--- config.mk ---
export PLATFORM = sky130hd
export DESIGN_NAME = dual_servo_linear_ramp_unit
export DESIGN_NICKNAME = d
export VERILOG_FILES = /design/src/dslr_pkg.sv /design/src/dslr_div.sv /design/src/dslr_fifo.sv /design/src/dslr_front.sv /design/src/dslr_back.sv /design/src/dual_servo_linear_ramp_unit.sv
export SDC_FILE = /design/constraint.sdc
export NUM_CORES = 1
export LEC_CHECK = 0
export ABC_CLOCK_PERIOD_IN_PS = 12290
export BUFFER_PORTS_ARGS = -buffer_cell sky130_fd_sc_hd__buf_2
export CAP_MARGIN = 30
export CORE_ASPECT_RATIO = 1.25
export CORE_MARGIN = 4
export CORE_UTILIZATION = 55
export DETAILED_ROUTE_END_ITERATION = 6
export GPL_ROUTABILITY_DRIVEN = 0
export GPL_TIMING_DRIVEN = 0
export HOLD_SLACK_MARGIN = 0.02
export PLACE_DENSITY = 0.71
export SETUP_SLACK_MARGIN = 0.2
export SLEW_MARGIN = 20
export SYNTH_ARGS = -nofsm -noshare
export SYNTH_HDL_FRONTEND = slang
export SYNTH_SLANG_ARGS = --single-unit
--- constraint.sdc ---
create_clock -name clk -period 12.29 [get_ports clk]
set_clock_uncertainty 0.1 [all_clocks]
set_input_delay 1.8435 -clock clk [delete_from_list [all_inputs] [get_ports clk]]
set_output_delay 1.8435 -clock clk [all_outputs]
set_load 0.05 [all_outputs]
--- src/dslr_pkg.sv ---
`timescale 1ns / 1ps
// ----------------------------------------------------------------------------
// dslr_pkg: shared types and constants of the dual servo ramp
// Field widths, item kinds, queue status and front-end state encoding.
// ----------------------------------------------------------------------------
package dslr_pkg;

    localparam int ANGLE_W           = 8;
    localparam int STEPS_W           = 8;
    localparam int FRACTION_BITS_DEF = 8;
    localparam int QUEUE_DEPTH_DEF   = 4;

    localparam logic KIND_MOVE = 1'b0;
    localparam logic KIND_TICK = 1'b1;

    // Queue entry, lowest bit first:
    // kind, goal_a, goal_b, mag_a, mag_b, neg_a, neg_b
    function automatic int entry_width(int fraction_bits);
        return 1 + 2 * ANGLE_W + 2 * (ANGLE_W + fraction_bits) + 2;
    endfunction

    typedef struct packed {
        logic empty;
        logic full;
    } queue_status_t;

    typedef enum logic [2:0] {
        FS_IDLE = 3'b001,
        FS_WAIT = 3'b010,
        FS_DIV  = 3'b100
    } front_state_t;

endpackage

--- src/dslr_div.sv ---
`timescale 1ns / 1ps
// ----------------------------------------------------------------------------
// dslr_div: serial restoring divider
// One quotient bit per cycle; done pulses with the quotient ready.
// ----------------------------------------------------------------------------
module dslr_div #(
    parameter int DIVIDEND_W = 16
) (
    input  logic                             clk,
    input  logic                             rst_n,
    input  logic                             start,
    input  logic [DIVIDEND_W-1:0]            dividend,
    input  logic [dslr_pkg::STEPS_W-1:0]     divisor,
    output logic                             done,
    output logic [DIVIDEND_W-1:0]            quotient
);

    localparam int DV_W  = dslr_pkg::STEPS_W;
    localparam int CNT_W = $clog2(DIVIDEND_W + 1);

    logic                  busy_reg, busy_next;
    logic                  done_reg, done_next;
    logic [CNT_W-1:0]      cnt_reg, cnt_next;
    logic [DIVIDEND_W-1:0] quo_reg, quo_next;
    logic [DV_W-1:0]       rem_reg, rem_next;
    logic [DV_W-1:0]       dvs_reg, dvs_next;
    logic [DV_W:0]         trial;
    logic [DV_W:0]         diff;

    assign trial = {rem_reg, quo_reg[DIVIDEND_W-1]};
    assign diff  = trial - {1'b0, dvs_reg};

    always_comb
    begin
        busy_next = busy_reg;
        done_next = 1'b0;
        cnt_next  = cnt_reg;
        quo_next  = quo_reg;
        rem_next  = rem_reg;
        dvs_next  = dvs_reg;
        if (start)
        begin
            busy_next = 1'b1;
            cnt_next  = CNT_W'(DIVIDEND_W);
            quo_next  = dividend;
            rem_next  = '0;
            dvs_next  = divisor;
        end
        else if (busy_reg)
        begin
            if (trial >= {1'b0, dvs_reg})
            begin
                rem_next = diff[DV_W-1:0];
                quo_next = {quo_reg[DIVIDEND_W-2:0], 1'b1};
            end
            else
            begin
                rem_next = trial[DV_W-1:0];
                quo_next = {quo_reg[DIVIDEND_W-2:0], 1'b0};
            end
            cnt_next = cnt_reg - CNT_W'(1);
            if (cnt_reg == CNT_W'(1))
            begin
                busy_next = 1'b0;
                done_next = 1'b1;
            end
        end
    end

    always_ff @(posedge clk or negedge rst_n)
    begin
        if (!rst_n)
        begin
            busy_reg <= 1'b0;
            done_reg <= 1'b0;
            cnt_reg  <= '0;
        end
        else
        begin
            busy_reg <= busy_next;
            done_reg <= done_next;
            cnt_reg  <= cnt_next;
        end
    end

    always_ff @(posedge clk)
    begin
        quo_reg <= quo_next;
        rem_reg <= rem_next;
        dvs_reg <= dvs_next;
    end

    assign done     = done_reg;
    assign quotient = quo_reg;

endmodule

--- src/dslr_fifo.sv ---
`timescale 1ns / 1ps
// ----------------------------------------------------------------------------
// dslr_fifo: short command queue between front and back
// Register array with read and write pointers and a fill count.
// ----------------------------------------------------------------------------
module dslr_fifo #(
    parameter int DATA_W = 32,
    parameter int DEPTH  = dslr_pkg::QUEUE_DEPTH_DEF
) (
    input  logic                    clk,
    input  logic                    rst_n,
    input  logic                    push,
    input  logic [DATA_W-1:0]       push_data,
    input  logic                    pop,
    output logic [DATA_W-1:0]       head_data,
    output dslr_pkg::queue_status_t status
);

    localparam int PTR_W = (DEPTH > 1) ? $clog2(DEPTH) : 1;
    localparam int CNT_W = $clog2(DEPTH + 1);

    logic [DATA_W-1:0] mem [DEPTH];
    logic [PTR_W-1:0]  wr_ptr_reg, wr_ptr_next;
    logic [PTR_W-1:0]  rd_ptr_reg, rd_ptr_next;
    logic [CNT_W-1:0]  count_reg, count_next;
    logic              do_push, do_pop;

    assign status.empty = (count_reg == '0);
    assign status.full  = (count_reg == CNT_W'(DEPTH));
    assign do_push      = push && !status.full;
    assign do_pop       = pop && !status.empty;
    assign head_data    = mem[rd_ptr_reg];

    always_comb
    begin
        wr_ptr_next = wr_ptr_reg;
        rd_ptr_next = rd_ptr_reg;
        count_next  = count_reg;
        if (do_push)
        begin
            wr_ptr_next = (wr_ptr_reg == PTR_W'(DEPTH - 1)) ? '0 : wr_ptr_reg + PTR_W'(1);
        end
        if (do_pop)
        begin
            rd_ptr_next = (rd_ptr_reg == PTR_W'(DEPTH - 1)) ? '0 : rd_ptr_reg + PTR_W'(1);
        end
        if (do_push && !do_pop)
        begin
            count_next = count_reg + CNT_W'(1);
        end
        else if (do_pop && !do_push)
        begin
            count_next = count_reg - CNT_W'(1);
        end
    end

    always_ff @(posedge clk or negedge rst_n)
    begin
        if (!rst_n)
        begin
            wr_ptr_reg <= '0;
            rd_ptr_reg <= '0;
            count_reg  <= '0;
        end
        else
        begin
            wr_ptr_reg <= wr_ptr_next;
            rd_ptr_reg <= rd_ptr_next;
            count_reg  <= count_next;
        end
    end

    always_ff @(posedge clk)
    begin
        if (do_push)
        begin
            mem[wr_ptr_reg] <= push_data;
        end
    end

endmodule

--- src/dslr_front.sv ---
`timescale 1ns / 1ps
// ----------------------------------------------------------------------------
// dslr_front: input side of the servo ramp
// Takes beats, queues ticks at once, turns moves into increments.
// ----------------------------------------------------------------------------
module dslr_front #(
    parameter int FRACTION_BITS = dslr_pkg::FRACTION_BITS_DEF
) (
    input  logic                                      clk,
    input  logic                                      rst_n,
    input  logic                                      s_tvalid,
    output logic                                      s_tready,
    input  logic [3*dslr_pkg::ANGLE_W-1:0]            s_tdata,
    input  logic                                      s_tuser,
    input  logic [dslr_pkg::ANGLE_W-1:0]              settled_a,
    input  logic [dslr_pkg::ANGLE_W-1:0]              settled_b,
    input  dslr_pkg::queue_status_t                   queue_status,
    output logic                                      push,
    output logic [dslr_pkg::entry_width(FRACTION_BITS)-1:0] push_data
);

    localparam int AW      = dslr_pkg::ANGLE_W;
    localparam int MAG_W   = AW + FRACTION_BITS;

    dslr_pkg::front_state_t state_reg, state_next;

    logic [AW-1:0]                  tgt_a_reg, tgt_a_next;
    logic [AW-1:0]                  tgt_b_reg, tgt_b_next;
    logic [dslr_pkg::STEPS_W-1:0]   steps_reg, steps_next;
    logic                           neg_a_reg, neg_a_next;
    logic                           neg_b_reg, neg_b_next;
    logic                           accept;
    logic                           div_start;
    logic [AW-1:0]                  dist_a, dist_b;
    logic [MAG_W-1:0]               quo_a, quo_b;
    logic                           done_a, done_b;
    logic [dslr_pkg::STEPS_W-1:0]   in_steps;

    assign s_tready = (state_reg == dslr_pkg::FS_IDLE) && !queue_status.full;
    assign accept   = s_tvalid && s_tready;
    assign in_steps = s_tdata[3*AW-1:2*AW];

    assign dist_a = (tgt_a_reg >= settled_a) ? tgt_a_reg - settled_a : settled_a - tgt_a_reg;
    assign dist_b = (tgt_b_reg >= settled_b) ? tgt_b_reg - settled_b : settled_b - tgt_b_reg;

    dslr_div #(
        .DIVIDEND_W (MAG_W)
    ) u_div_a (
        .clk      (clk),
        .rst_n    (rst_n),
        .start    (div_start),
        .dividend ({dist_a, {FRACTION_BITS{1'b0}}}),
        .divisor  (steps_reg),
        .done     (done_a),
        .quotient (quo_a)
    );

    dslr_div #(
        .DIVIDEND_W (MAG_W)
    ) u_div_b (
        .clk      (clk),
        .rst_n    (rst_n),
        .start    (div_start),
        .dividend ({dist_b, {FRACTION_BITS{1'b0}}}),
        .divisor  (steps_reg),
        .done     (done_b),
        .quotient (quo_b)
    );

    always_comb
    begin
        state_next = state_reg;
        tgt_a_next = tgt_a_reg;
        tgt_b_next = tgt_b_reg;
        steps_next = steps_reg;
        neg_a_next = neg_a_reg;
        neg_b_next = neg_b_reg;
        div_start  = 1'b0;
        push       = 1'b0;
        push_data  = '0;
        unique case (state_reg)
            dslr_pkg::FS_IDLE:
            begin
                if (accept)
                begin
                    if (s_tuser == dslr_pkg::KIND_TICK)
                    begin
                        push      = 1'b1;
                        push_data = {{(dslr_pkg::entry_width(FRACTION_BITS) - 1){1'b0}},
                                     dslr_pkg::KIND_TICK};
                    end
                    else
                    begin
                        tgt_a_next = s_tdata[AW-1:0];
                        tgt_b_next = s_tdata[2*AW-1:AW];
                        // zero steps runs as a single step
                        steps_next = (in_steps == '0) ? dslr_pkg::STEPS_W'(1) : in_steps;
                        state_next = dslr_pkg::FS_WAIT;
                    end
                end
            end
            dslr_pkg::FS_WAIT:
            begin
                // settled angles are final only once the back has drained the queue
                if (queue_status.empty)
                begin
                    div_start  = 1'b1;
                    neg_a_next = tgt_a_reg < settled_a;
                    neg_b_next = tgt_b_reg < settled_b;
                    state_next = dslr_pkg::FS_DIV;
                end
            end
            dslr_pkg::FS_DIV:
            begin
                if (done_a && done_b)
                begin
                    push       = 1'b1;
                    push_data  = {neg_b_reg, neg_a_reg, quo_b, quo_a,
                                  tgt_b_reg, tgt_a_reg, dslr_pkg::KIND_MOVE};
                    state_next = dslr_pkg::FS_IDLE;
                end
            end
            default:
            begin
                state_next = dslr_pkg::FS_IDLE;
            end
        endcase
    end

    always_ff @(posedge clk or negedge rst_n)
    begin
        if (!rst_n)
        begin
            state_reg <= dslr_pkg::FS_IDLE;
        end
        else
        begin
            state_reg <= state_next;
        end
    end

    always_ff @(posedge clk)
    begin
        tgt_a_reg <= tgt_a_next;
        tgt_b_reg <= tgt_b_next;
        steps_reg <= steps_next;
        neg_a_reg <= neg_a_next;
        neg_b_reg <= neg_b_next;
    end

endmodule

--- src/dslr_back.sv ---
`timescale 1ns / 1ps
// ----------------------------------------------------------------------------
// dslr_back: ramp execution side
// Applies queued moves and ticks to the positions, drives result beats.
// ----------------------------------------------------------------------------
module dslr_back #(
    parameter int FRACTION_BITS = dslr_pkg::FRACTION_BITS_DEF
) (
    input  logic                                      clk,
    input  logic                                      rst_n,
    input  logic [dslr_pkg::entry_width(FRACTION_BITS)-1:0] head_data,
    input  dslr_pkg::queue_status_t                   queue_status,
    output logic                                      pop,
    output logic [dslr_pkg::ANGLE_W-1:0]              settled_a,
    output logic [dslr_pkg::ANGLE_W-1:0]              settled_b,
    output logic                                      m_tvalid,
    input  logic                                      m_tready,
    output logic [2*dslr_pkg::ANGLE_W-1:0]            m_tdata,
    output logic                                      m_tuser
);

    localparam int AW     = dslr_pkg::ANGLE_W;
    localparam int MAG_W  = AW + FRACTION_BITS;
    localparam int GA_LSB = 1;
    localparam int GB_LSB = GA_LSB + AW;
    localparam int MA_LSB = GB_LSB + AW;
    localparam int MB_LSB = MA_LSB + MAG_W;
    localparam int NA_BIT = MB_LSB + MAG_W;
    localparam int NB_BIT = NA_BIT + 1;

    // returns {within one degree, new position}
    function automatic logic [MAG_W:0] advance(
        input logic [MAG_W-1:0] pos,
        input logic [MAG_W-1:0] mag,
        input logic             neg,
        input logic [AW-1:0]    goal
    );
        logic [MAG_W-1:0] gfix;
        logic [MAG_W-1:0] gap;
        logic [MAG_W-1:0] npos;
        logic [MAG_W-1:0] ndist;
        gfix = {goal, {FRACTION_BITS{1'b0}}};
        gap  = (pos >= gfix) ? pos - gfix : gfix - pos;
        if (gap >= mag)
        begin
            npos = neg ? pos - mag : pos + mag;
        end
        else
        begin
            npos = gfix;
        end
        ndist = (npos >= gfix) ? npos - gfix : gfix - npos;
        return {(ndist[MAG_W-1:FRACTION_BITS] == '0), npos};
    endfunction

    logic [MAG_W-1:0] pos_a_reg, pos_a_next;
    logic [MAG_W-1:0] pos_b_reg, pos_b_next;
    logic [MAG_W-1:0] mag_a_reg, mag_a_next;
    logic [MAG_W-1:0] mag_b_reg, mag_b_next;
    logic             neg_a_reg, neg_a_next;
    logic             neg_b_reg, neg_b_next;
    logic [AW-1:0]    goal_a_reg, goal_a_next;
    logic [AW-1:0]    goal_b_reg, goal_b_next;
    logic [AW-1:0]    settled_a_reg, settled_a_next;
    logic [AW-1:0]    settled_b_reg, settled_b_next;
    logic             out_valid_reg, out_valid_next;
    logic [2*AW-1:0]  out_data_reg, out_data_next;
    logic             out_done_reg, out_done_next;
    logic             out_free;
    logic             head_kind;
    logic [MAG_W:0]   adv_a, adv_b;
    logic             both_done;

    assign head_kind = head_data[0];
    assign out_free  = !out_valid_reg || m_tready;
    assign pop       = !queue_status.empty &&
                       ((head_kind == dslr_pkg::KIND_MOVE) || out_free);
    assign adv_a     = advance(pos_a_reg, mag_a_reg, neg_a_reg, goal_a_reg);
    assign adv_b     = advance(pos_b_reg, mag_b_reg, neg_b_reg, goal_b_reg);
    assign both_done = adv_a[MAG_W] && adv_b[MAG_W];

    always_comb
    begin
        pos_a_next     = pos_a_reg;
        pos_b_next     = pos_b_reg;
        mag_a_next     = mag_a_reg;
        mag_b_next     = mag_b_reg;
        neg_a_next     = neg_a_reg;
        neg_b_next     = neg_b_reg;
        goal_a_next    = goal_a_reg;
        goal_b_next    = goal_b_reg;
        settled_a_next = settled_a_reg;
        settled_b_next = settled_b_reg;
        out_valid_next = out_valid_reg && !m_tready;
        out_data_next  = out_data_reg;
        out_done_next  = out_done_reg;
        if (pop)
        begin
            if (head_kind == dslr_pkg::KIND_MOVE)
            begin
                // restart both channels from their settled angles
                goal_a_next = head_data[GA_LSB +: AW];
                goal_b_next = head_data[GB_LSB +: AW];
                mag_a_next  = head_data[MA_LSB +: MAG_W];
                mag_b_next  = head_data[MB_LSB +: MAG_W];
                neg_a_next  = head_data[NA_BIT];
                neg_b_next  = head_data[NB_BIT];
                pos_a_next  = {settled_a_reg, {FRACTION_BITS{1'b0}}};
                pos_b_next  = {settled_b_reg, {FRACTION_BITS{1'b0}}};
            end
            else
            begin
                pos_a_next     = adv_a[MAG_W-1:0];
                pos_b_next     = adv_b[MAG_W-1:0];
                out_valid_next = 1'b1;
                out_data_next  = {adv_b[MAG_W-1:FRACTION_BITS], adv_a[MAG_W-1:FRACTION_BITS]};
                out_done_next  = both_done;
                if (both_done)
                begin
                    settled_a_next = goal_a_reg;
                    settled_b_next = goal_b_reg;
                end
            end
        end
    end

    always_ff @(posedge clk or negedge rst_n)
    begin
        if (!rst_n)
        begin
            pos_a_reg     <= '0;
            pos_b_reg     <= '0;
            mag_a_reg     <= '0;
            mag_b_reg     <= '0;
            neg_a_reg     <= 1'b0;
            neg_b_reg     <= 1'b0;
            goal_a_reg    <= '0;
            goal_b_reg    <= '0;
            settled_a_reg <= '0;
            settled_b_reg <= '0;
            out_valid_reg <= 1'b0;
        end
        else
        begin
            pos_a_reg     <= pos_a_next;
            pos_b_reg     <= pos_b_next;
            mag_a_reg     <= mag_a_next;
            mag_b_reg     <= mag_b_next;
            neg_a_reg     <= neg_a_next;
            neg_b_reg     <= neg_b_next;
            goal_a_reg    <= goal_a_next;
            goal_b_reg    <= goal_b_next;
            settled_a_reg <= settled_a_next;
            settled_b_reg <= settled_b_next;
            out_valid_reg <= out_valid_next;
        end
    end

    always_ff @(posedge clk)
    begin
        out_data_reg <= out_data_next;
        out_done_reg <= out_done_next;
    end

    assign settled_a = settled_a_reg;
    assign settled_b = settled_b_reg;
    assign m_tvalid  = out_valid_reg;
    assign m_tdata   = out_data_reg;
    assign m_tuser   = out_done_reg;

endmodule

--- src/dual_servo_linear_ramp_unit.sv ---
`timescale 1ns / 1ps
// ----------------------------------------------------------------------------
// dual_servo_linear_ramp_unit: two-channel linear servo angle ramp
// Move beats set new targets and step counts; tick beats advance both
// channels and return the integer angles with a done flag.
// ----------------------------------------------------------------------------
// A move beat (tuser = 0) gives target angles for channels A and B and a
// step count (0 runs as 1); it returns nothing. Each channel gets a signed
// increment of (target - settled) * 2^FRACTION_BITS / steps, magnitude
// truncated. A tick beat (tuser = 1) adds the increments, snaps a channel
// onto its target once the remaining distance is below the increment's
// magnitude, and returns one beat with both truncated angles and done,
// which is high once both channels are within one degree; the targets then
// become the settled angles. Ticks are accepted one per cycle while no move
// is in progress and the QUEUE_DEPTH command queue is not full; each one
// passes through a queue entry and then the output register. A move holds
// the input while the queue drains, while the serial dividers of both
// channels compute the increments, and while the result is queued.
// ----------------------------------------------------------------------------
module dual_servo_linear_ramp_unit #(
    parameter int FRACTION_BITS = dslr_pkg::FRACTION_BITS_DEF,
    parameter int QUEUE_DEPTH   = dslr_pkg::QUEUE_DEPTH_DEF
) (
    input  logic                               clk,
    input  logic                               rst_n,
    input  logic                               s_tvalid,
    output logic                               s_tready,
    input  logic [3*dslr_pkg::ANGLE_W-1:0]     s_tdata,   // target_a, target_b, steps
    input  logic                               s_tuser,   // kind
    output logic                               m_tvalid,
    input  logic                               m_tready,
    output logic [2*dslr_pkg::ANGLE_W-1:0]     m_tdata,   // angle_a, angle_b
    output logic                               m_tuser    // done_res
);

    localparam int ENTRY_W = dslr_pkg::entry_width(FRACTION_BITS);

    logic                          push;
    logic [ENTRY_W-1:0]            push_data;
    logic                          pop;
    logic [ENTRY_W-1:0]            head_data;
    dslr_pkg::queue_status_t       queue_status;
    logic [dslr_pkg::ANGLE_W-1:0]  settled_a;
    logic [dslr_pkg::ANGLE_W-1:0]  settled_b;

    // classifies beats and computes move increments
    dslr_front #(
        .FRACTION_BITS (FRACTION_BITS)
    ) u_front (
        .clk          (clk),
        .rst_n        (rst_n),
        .s_tvalid     (s_tvalid),
        .s_tready     (s_tready),
        .s_tdata      (s_tdata),
        .s_tuser      (s_tuser),
        .settled_a    (settled_a),
        .settled_b    (settled_b),
        .queue_status (queue_status),
        .push         (push),
        .push_data    (push_data)
    );

    dslr_fifo #(
        .DATA_W (ENTRY_W),
        .DEPTH  (QUEUE_DEPTH)
    ) u_fifo (
        .clk       (clk),
        .rst_n     (rst_n),
        .push      (push),
        .push_data (push_data),
        .pop       (pop),
        .head_data (head_data),
        .status    (queue_status)
    );

    // holds positions and settled angles, drives the result beats
    dslr_back #(
        .FRACTION_BITS (FRACTION_BITS)
    ) u_back (
        .clk          (clk),
        .rst_n        (rst_n),
        .head_data    (head_data),
        .queue_status (queue_status),
        .pop          (pop),
        .settled_a    (settled_a),
        .settled_b    (settled_b),
        .m_tvalid     (m_tvalid),
        .m_tready     (m_tready),
        .m_tdata      (m_tdata),
        .m_tuser      (m_tuser)
    );

endmodule
**After elaboration in Yosys (flattened, before gate mapping)**

Memory sizes are Yosys's and may differ from the RTL's.
Index checks and enable logic that the tools add are counted.

- Bits in registers: 222
- RAM bits: 204
- Output and inout port bits: 19
- Memories kept: 1

Memory list:

| memory | depth | bits a word | rd ports | clocked after memory_dff | write ports | line | text |
|---|---|---|---|---|---|---|---|
| u_fifo.mem | 4 | 51 | 1 | 0 | 1 | dslr_fifo.sv:22 | `logic [DATA_W-1:0] mem [DEPTH];` |

- $lt $le $gt $ge: 12
- Reductions and logical operators: 31
- Add/subtract/negate cells: 24
- Multiplexer cells: 59
- Equality and inequality tests: 12
- Bitwise operators: 2

Operator list:

| kind | count |
|---|---|
| $mux W16 | 14 |
| $sub A16 B16 Y16 | 10 |
| $mux W51 | 2 |
| $pmux W51 S2 | 1 |
| $ge A16 B16 Y1 | 6 |
| $sub A8 B8 Y8 | 6 |
| $add A16 B16 Y16 | 2 |
| $mux W8 | 4 |
| $logic_not A8 Y1 | 3 |
| $mux W1 | 24 |
| $mux W5 | 4 |
| $ge A9 B8 Y1 | 2 |
| $mux W3 | 6 |
| $ge A8 B8 Y1 | 2 |
| $lt A8 B8 Y1 | 2 |
| $eq A5 B1 Y1 const B | 2 |
| $logic_and A1 B1 Y1 | 10 |
| $sub A5 B1 Y5 const B | 2 |
| $pmux W3 S3 | 1 |
| $eq A3 B3 Y1 const B | 2 |
| $logic_not A1 Y1 | 6 |
| $ne A2 B1 Y1 const B | 3 |
| $reduce_and A2 Y1 | 3 |
| $reduce_and A3 Y1 | 2 |
| other kinds (14) | 21 |

**Logic depth before layout (Yosys ltp)**

Gate-level depths: netlist (run 1).

- Depth in word-level cells: 11
- Gate-level depth with buffers: 40
- Mapped depth without buffers: 37

**Cells and area by module**

From an unflattened synthesis (run 1), not the netlist that was laid out.

- Cells, all modules: 2133
- Area, all modules: 24937.7 sq um

Modules (own cells, without submodules):

| module | instances | cells each | area an instance (sq um) |
|---|---|---|---|
| dslr_back | 1 | 1205 | 10395.0 |
| dslr_fifo | 1 | 304 | 7788.7 |
| dslr_front | 1 | 281 | 2656.3 |
| dslr_div (u_front.u_div_b) | 1 | 175 | 2073.2 |
| dslr_div (u_front.u_div_a) | 1 | 168 | 2024.4 |

**Worst setup path before layout (run 1)**

OpenSTA, ideal clock, no wires.

- Path kind: register -> register
- From: reg u_back.pos_b_reg[8]
- To: reg u_back.settled_a_reg[0] (netlist: u_back.settled_a[0])
- Setup time: 0.128 ns
- Data arrival time: 8.503 ns
- Stages on the path, launching flop included: 38
- Path buffers: 3
- Slack: 3.559 ns
- Clock period less this slack: 8.731 ns
- Cell sequence: dfrtp_1 > inv_1 > ha_1 > inv_1 > fa_1 > a41oi_1 > nor2b_1 > o21ai_0 > a21oi_1 > o41ai_1 > mux2_2 > o21ai_0 > a21oi_1 > a221oi_1 > xnor2_1 > ha_1 > nand4_1 > or3_1 > (+2 left out) > clkbuf_1 > clkbuf_1 > a21oi_1 > ha_1 > inv_1 > fa_1 > a21o_1 > a21oi_1 > o21ai_0 > a221o_1 > a21oi_1 > clkbuf_1 > o211ai_1 > a21o_1 > a221o_1 > nor4_4 > nand4b_4 > mux2_1

- Cells in the longest elaborated chain, start to end: 9
- Elaborated cells between the ends (all ways): 16

Ends and longest elaborated chain:

| what | line | text |
|---|---|---|
| from (decl) | dslr_back.sv:57 | `logic [MAG_W-1:0] pos_b_reg, pos_b_next;` |
| from (signal assigned) | dslr_back.sv:146 | `pos_b_reg <= pos_b_next;` |
| $sub A16 B16 Y16 / $ge A16 B16 Y1 (equally long branches) | dslr_back.sv:43 | `gap = (pos >= gfix) ? pos - gfix : gfix - pos;` |
| $mux W16 | dslr_back.sv:43 |  |
| $ge A16 B16 Y1 | dslr_back.sv:44 | `if (gap >= mag)` |
| $mux W16 (*) | dslr_back.sv:44 |  |
| $sub A16 B16 Y16 / $ge A16 B16 Y1 (equally long branches) | dslr_back.sv:52 | `ndist = (npos >= gfix) ? npos - gfix : gfix - npos;` |
| $mux W16 (*) | dslr_back.sv:52 |  |
| $logic_not A8 Y1 (*) | dslr_back.sv:53 | `return {(ndist[MAG_W-1:FRACTION_BITS] == '0), npos};` |
| $logic_and A1 B1 Y1 (*) | dslr_back.sv:80 | `assign both_done = adv_a[MAG_W] && adv_b[MAG_W];` |
| $reduce_and A3 Y1 (no line) (*) | n/a |  |
| to (signal assigned) | dslr_back.sv:153 | `settled_a_reg <= settled_a_next;` |
| to (decl) | dslr_back.sv:64 | `logic [AW-1:0] settled_a_reg, settled_a_next;` |

Mark *: on every way between the ends. The rest lies on a longest branch, timed or not.
A chain may end at the register's enable or synchronous reset.

**Worst setup path after layout (run 1)**

- From: reg u_back.goal_b_reg[0]
- To: reg u_back.settled_b_reg[1] (netlist: u_back.settled_b[1])

- Cells in the longest elaborated chain, start to end: 9
- Elaborated cells between the ends (all ways): 13

Ends and longest elaborated chain:

| what | line | text |
|---|---|---|
| from (decl) | dslr_back.sv:63 | `logic [AW-1:0] goal_b_reg, goal_b_next;` |
| from (signal assigned) | dslr_back.sv:152 | `goal_b_reg <= goal_b_next;` |
| $sub A16 B16 Y16 / $ge A16 B16 Y1 (equally long branches) | dslr_back.sv:43 |  |
| $mux W16 | dslr_back.sv:43 |  |
| $ge A16 B16 Y1 | dslr_back.sv:44 |  |
| $mux W16 | dslr_back.sv:44 |  |
| $sub A16 B16 Y16 / $ge A16 B16 Y1 (equally long branches) | dslr_back.sv:52 |  |
| $mux W16 (*) | dslr_back.sv:52 |  |
| $logic_not A8 Y1 (*) | dslr_back.sv:53 |  |
| $logic_and A1 B1 Y1 (*) | dslr_back.sv:80 |  |
| $reduce_and A3 Y1 (no line) (*) | n/a |  |
| to (signal assigned) | dslr_back.sv:154 | `settled_b_reg <= settled_b_next;` |
| to (decl) | dslr_back.sv:65 | `logic [AW-1:0] settled_b_reg, settled_b_next;` |

Marks and branches as above.

==> flow_summary.toml, run 1 <==
[status]
status = "complete, no violations"

[placement]
place_hpwl_um = 43200
place.port_buffers = 47
dpl_cell_area_um2 = 25200
dp.cells = 2777

[clocking]
cts_made_buffers = 41
insertion_delay_ns = 0.59
clock-sinks = 426
cts_resized = 0
clkTransAtPathRegs_ns = 0.06
cts_buffer_depth = 3
htreeDepth = 2
postCtsSetupBuffers = 0
cts_tree = "built"
root_buffer = "clkbuf_16"
postCtsHoldBufs = 0

[detailed_routing]
firstDrtPassIters = 5
post_drt_wl_per_cell_um = 20.3
vias = 16915
routed_via_density = 5.93
drc = 0
drt-total-wl_um = 57800
drt_iter0_markers = 1005
ant_nets = 0

[worst_setup_path]
arrival_ns = 11.34
end_kind = "flop"
worstSetupStartpointType = "flop"
critPathKind = "reg2reg"
required_ns = 12.63
worstPathMaxFanout = 10
cp_slowest_cell = "o41ai_2"
critPathMostFrequentCell = "a21oi_1"
worst_path_largest_cell_delay_ns = 0.68

[synthesis]
netlist_top_cells_area = "edfxtp_1, dfrtp_1, ha_1"
synth_top_flop_cell = "edfxtp_1"
ys_seq_area_share_pct = 49.3
synth_async_sr_flop_share_pct = 28.9
synth_top_area_share_pct = 33.9
avgSynthCellArea_um2 = 11.1
ys_ff_latch = 426
syn_inst = 2157
synth.most_common_cell = "edfxtp_1"
yosys.area.top_type = "edfxtp_1"
synth.distinct_cells = 92
synth_edf_count = 271
syn_area_um2 = 24000
synth_fp_nets = 2369
yosys_warnings = 0
synth_commonest_cells = "edfxtp_1, o21ai_0, ha_1, nand2_1, inv_1"

[layout]
fin_area_um2 = 26600
largest-register = "u_fifo.mem"
syn2layout_area_growth_pct = 10.6
nNetsFinal = 2468
largest_register_ffs = 204
layout.cells.non_filler = 2854
drive_gt1_share_pct = 9.61
n_antenna_cell = 0

[run]
cap_violations = 0

[sta]
max_freq_ghz = 0.0909
relSlewSlack_pct = 36.7
rsz0062_at_grt = "false"
worst_pin_slew_ns = 0.936
final.setup.tns_ns = 0
hold_viol = 0
period_minus_slack_ns = 11.00
setup_violations = 0
period_share_pct = 89.5
final_max_slew_viol_count = 0

[floorplanning]
fp.dieH_um = 242
placementRows = 85
start_util_pct = 55.7
core-area_um2 = 43200
die_area_um2 = 47100
pin_count = 48
dieWidth_um = 195

[global_routing]
grt_pass1_vias = 16950
grt_max_degree = 90
grt_pass1_wl_um = 91100
grt_overflow = 0
grt_usage_pct = 24.1
antenna_found_initial = 0

[hold_path]
hold_path.class = "reg2reg"
## layout make-up
cell class,instances,area (um^2)
Inverter,155,582
Clock inverter,22,239
Sequential cell,426,11900
Multi-Input combinational cell,1485,11300
Buffer,91,352
Timing Repair Buffer,56,437
Tap cell,565,707
Clock buffer,54,1140
Fill cell,3407,16600
## placed cells by master, fill, tap and decap left out, types with 19 or more instances in the layout
| cell type | n |
|---|---|
| mux2i_1 | 54 |
| nand3_1 | 33 |
| o21ai_0 | 172 |
| dfxtp_1 | 32 |
| dfrtp_1 | 122 |
| buf_2 | 47 |
| nor2_1 | 141 |
| nand2b_1 | 19 |
| ha_1 | 170 |
| clkbuf_1 | 94 |
| a21oi_1 | 125 |
| clkbuf_16 | 43 |
| a21o_1 | 31 |
| edfxtp_1 | 271 |
| a211oi_1 | 29 |
| nand2_1 | 165 |
| mux4_2 | 51 |
| nor3_1 | 34 |
| a31oi_1 | 20 |
| xor2_1 | 29 |
| xnor2_1 | 90 |
| and2_1 | 60 |
| nor2b_1 | 24 |
| inv_1 | 155 |
## per-layer routing
metal | vias to the layer above | track usage, % | wire length, um
met5 | - | 0 | 0
met4 | 0 | 9.47 | 2440
met3 | 143 | 2.76 | 2590
met2 | 474 | 42.4 | 28900
met1 | 8256 | 30.6 | 23900
li1 | 8042 | - | -
## worst paths after layout
path                                                   end  slack, ns  cells after the start                 start
worst min register to register  u_front.u_div_a.dvs_reg[6]       0.31                      0  u_front.steps_reg[6]
worst min-delay path            u_front.u_div_a.dvs_reg[6]       0.31                      0  u_front.steps_reg[6]
worst max-delay path                   u_back.settled_b[1]       1.29                     39  u_back.goal_b_reg[0]
min in group asynchronous             u_fifo.wr_ptr_reg[1]       1.05                      1                 rst_n
worst max register to register         u_back.settled_b[1]       1.29                     39  u_back.goal_b_reg[0]
max in group asynchronous              u_back.pos_a_reg[3]      10.28                      2                 rst_n
## worst max-delay path: cells and delay by family (launching register included)
family	cells	cell delay [ns]
buffers and inverters	7	1.98
AO/OA/AOI/OAI	18	5.12
flip-flops	1	0.58
AND/OR/NAND/NOR	7	1.03
adder cells (fa/ha/maj)	5	1.67
XOR/XNOR	1	0.20
multiplexers	1	0.13
## metrics by stage
stage               utilization, %  hold slack, ns  setup WS, ns
floorplan                        -           0.300          3.56
global placement              57.8           0.301          1.37
detailed placement            58.3           0.306          1.63
CTS                           61.5           0.315          1.49
global route                  61.6           0.322         0.715
finish                        61.6           0.312          1.29
## cell families after synthesis
logic type                 count (synthesis)  synth area share [%]
AOI/OAI and AO/OA                        504                  13.3
xor gates and xnor gates                 119                  4.34
adders and majority gates                183                  9.93
buffers and inverters                    246                  3.88
DFF                                      426                  49.3
muxes                                    125                  7.97
and+or+nand+nor                          554                  11.2
Power of run 1 is not shown: default switching activity piles up to over one toggle a cycle in this logic, so the estimate is an artifact.
==> inputs of run 2 (changes only) <==
- ABC_CLOCK_PERIOD_IN_PS: 12290 -> 9300
- PLACE_DENSITY: 0.71 -> 0.74
- clock period: 12.29 -> 9.3 ns (I/O delays scaled with it)
==> flow_summary.toml, run 2 (synthesis gave the netlist of run 1 again) <==
[hold_path]
min_from = "u_front.steps_reg[3]"
hold_path.class = "reg2reg"
hold_path_end = "u_front.u_div_a.dvs_reg[3]"
min_path_cells = 0

[sta]
hold_viol = 0
relSlewSlack_pct = 36.9
final_max_slew_viol_count = 0
period_minus_slack_ns = 8.83
rsz0062_at_grt = "false"
max_freq_ghz = 0.113
setup_violations = 0
worst_pin_slew_ns = 0.946
period_share_pct = 95.0

[clocking]
htreeDepth = 2
clock-sinks = 426
root_buffer = "clkbuf_16"
cts_made_buffers = 42
insertion_delay_ns = 0.56
cts_buffer_depth = 3
postCtsHoldBufs = 0
cts_tree = "built"
clkTransAtPathRegs_ns = 0.06

[layout]
layout.cells.non_filler = 2875
final_common_cell = "edfxtp_1"
nNetsFinal = 2489
largest_register_ffs = 204
syn2layout_area_growth_pct = 12.6
multi_input_area_um2 = 11400
drive_gt1_share_pct = 12.4
seq_area_um2 = 11900
largest-register = "u_fifo.mem"
layout_common_cells = "edfxtp_1, ha_1, o21ai_0, nand2_1, inv_1"
nFillCells = 3319
n_antenna_cell = 0

[detailed_routing]
drc = 0
drt-total-wl_um = 58200
ant_nets = 0
firstDrtPassIters = 5
routed_via_density = 6.00
vias = 17248
drt_iter0_markers = 1330
post_drt_wl_per_cell_um = 20.2

[worst_setup_path]
worst_path_largest_cell_delay_ns = 0.45
reg2reg_to = "u_back.settled_b[3]"
reg2reg_slack_ns = 0.47
worstPathMaxFanout = 10
critPathKind = "reg2reg"
arrival_ns = 9.16
required_ns = 9.62
reg2reg_depth = 41
r2r_start = "u_back.pos_b_reg[8]"
cp_slowest_cell = "dfrtp_2"
crit_start = "u_back.pos_b_reg[8]"
critPathMostFrequentCell = "o21ai_2"
worstSetupStartpointType = "flop"
end_kind = "flop"

[global_routing]
grt_pass1_wl_um = 92400
grt_max_degree = 90
antenna_found_initial = 0
grt_pass1_vias = 17394
grt_overflow = 0
grt_usage_pct = 24.2

[floorplanning]
placementRows = 85
fp.dieH_um = 242
core-area_um2 = 43200
start_util_pct = 55.7
pin_count = 48
dieWidth_um = 195
die_area_um2 = 47100

[status]
status = "complete, no violations"

[placement]
place.port_buffers = 47
place_hpwl_um = 43300
dp.cells = 2779

[run]
cap_violations = 0
-- run 2: cell type report --
type                    count  share of cell area [%]
multi-input cells        1485                    42.2
well taps                 565                    2.61
repair buffers             76                    2.28
inverters                 155                    2.16
flip-flops and latches    426                    43.8
clock buffers              56                    4.35
plain buffers              91                    1.49
clock inverters            21                    1.05
-- run 2: stage by stage --
| step | setup slack [ns] | hold slack, ns | util (%) | setup TNS [ns] | instance area (um^2) |
|---|---|---|---|---|---|
| 3_3_place_gp | -1.61 | 0.304 | 57.8 | -25.92 | 25000 |
| 2_1_floorplan | 0.569 | 0.300 | - | 0 | 24000 |
| 3_5_place_dp | -1.56 | 0.311 | 58.4 | -25.04 | 25200 |
| 5_1_grt | 0.0869 | 0.325 | 62.7 | 0 | 27100 |
| 4_1_cts | 0.225 | 0.326 | 62.4 | 0 | 26900 |
| 6_report | 0.465 | 0.323 | 62.7 | 0 | 27100 |
-- run 2: timing repair --
item	in CTS	in global routing
buffers inserted	13	4
pin swaps	8	10
setup endpoints to repair	17	17
gates cloned	1	0
resized for setup	40	37
-- run 2: routing by layer --
layer | part of all wire [%] | up-vias | track usage [%]
met5 | 0 | - | 0
met4 | 4.4 | 0 | 9.90
met3 | 5.1 | 157 | 3.05
met2 | 50 | 591 | 42.4
met1 | 40 | 8411 | 30.5
li1 | - | 8089 | -
-- run 2: worst max-delay path, delay by kind of cell (launching register included) --
family                   cells  cell delay, ns
AO/OA/AOI/OAI               17            3.59
XOR/XNOR                     1            0.10
adder cells (fa/ha/maj)      4            1.11
buffers and inverters        9            1.48
flip-flops                   1            0.45
multiplexers                 1            0.14
AND/OR/NAND/NOR              9            1.70
-- run 2: worst max path at each step --
| stage | to | slack (ns) | depth (start not counted) |
|---|---|---|---|
| global route | u_back.settled_b[3] | 0.09 | 37 |
| global placement | u_back.settled_b[1] | -1.61 | 37 |
| CTS | u_back.settled_b[1] | 0.23 | 38 |
| finish | u_back.settled_b[3] | 0.47 | 41 |
| floorplan | u_back.settled_a[0] | 0.57 | 37 |
| detailed placement | u_back.settled_b[1] | -1.56 | 39 |
Power of run 2 is left out for the same reason.
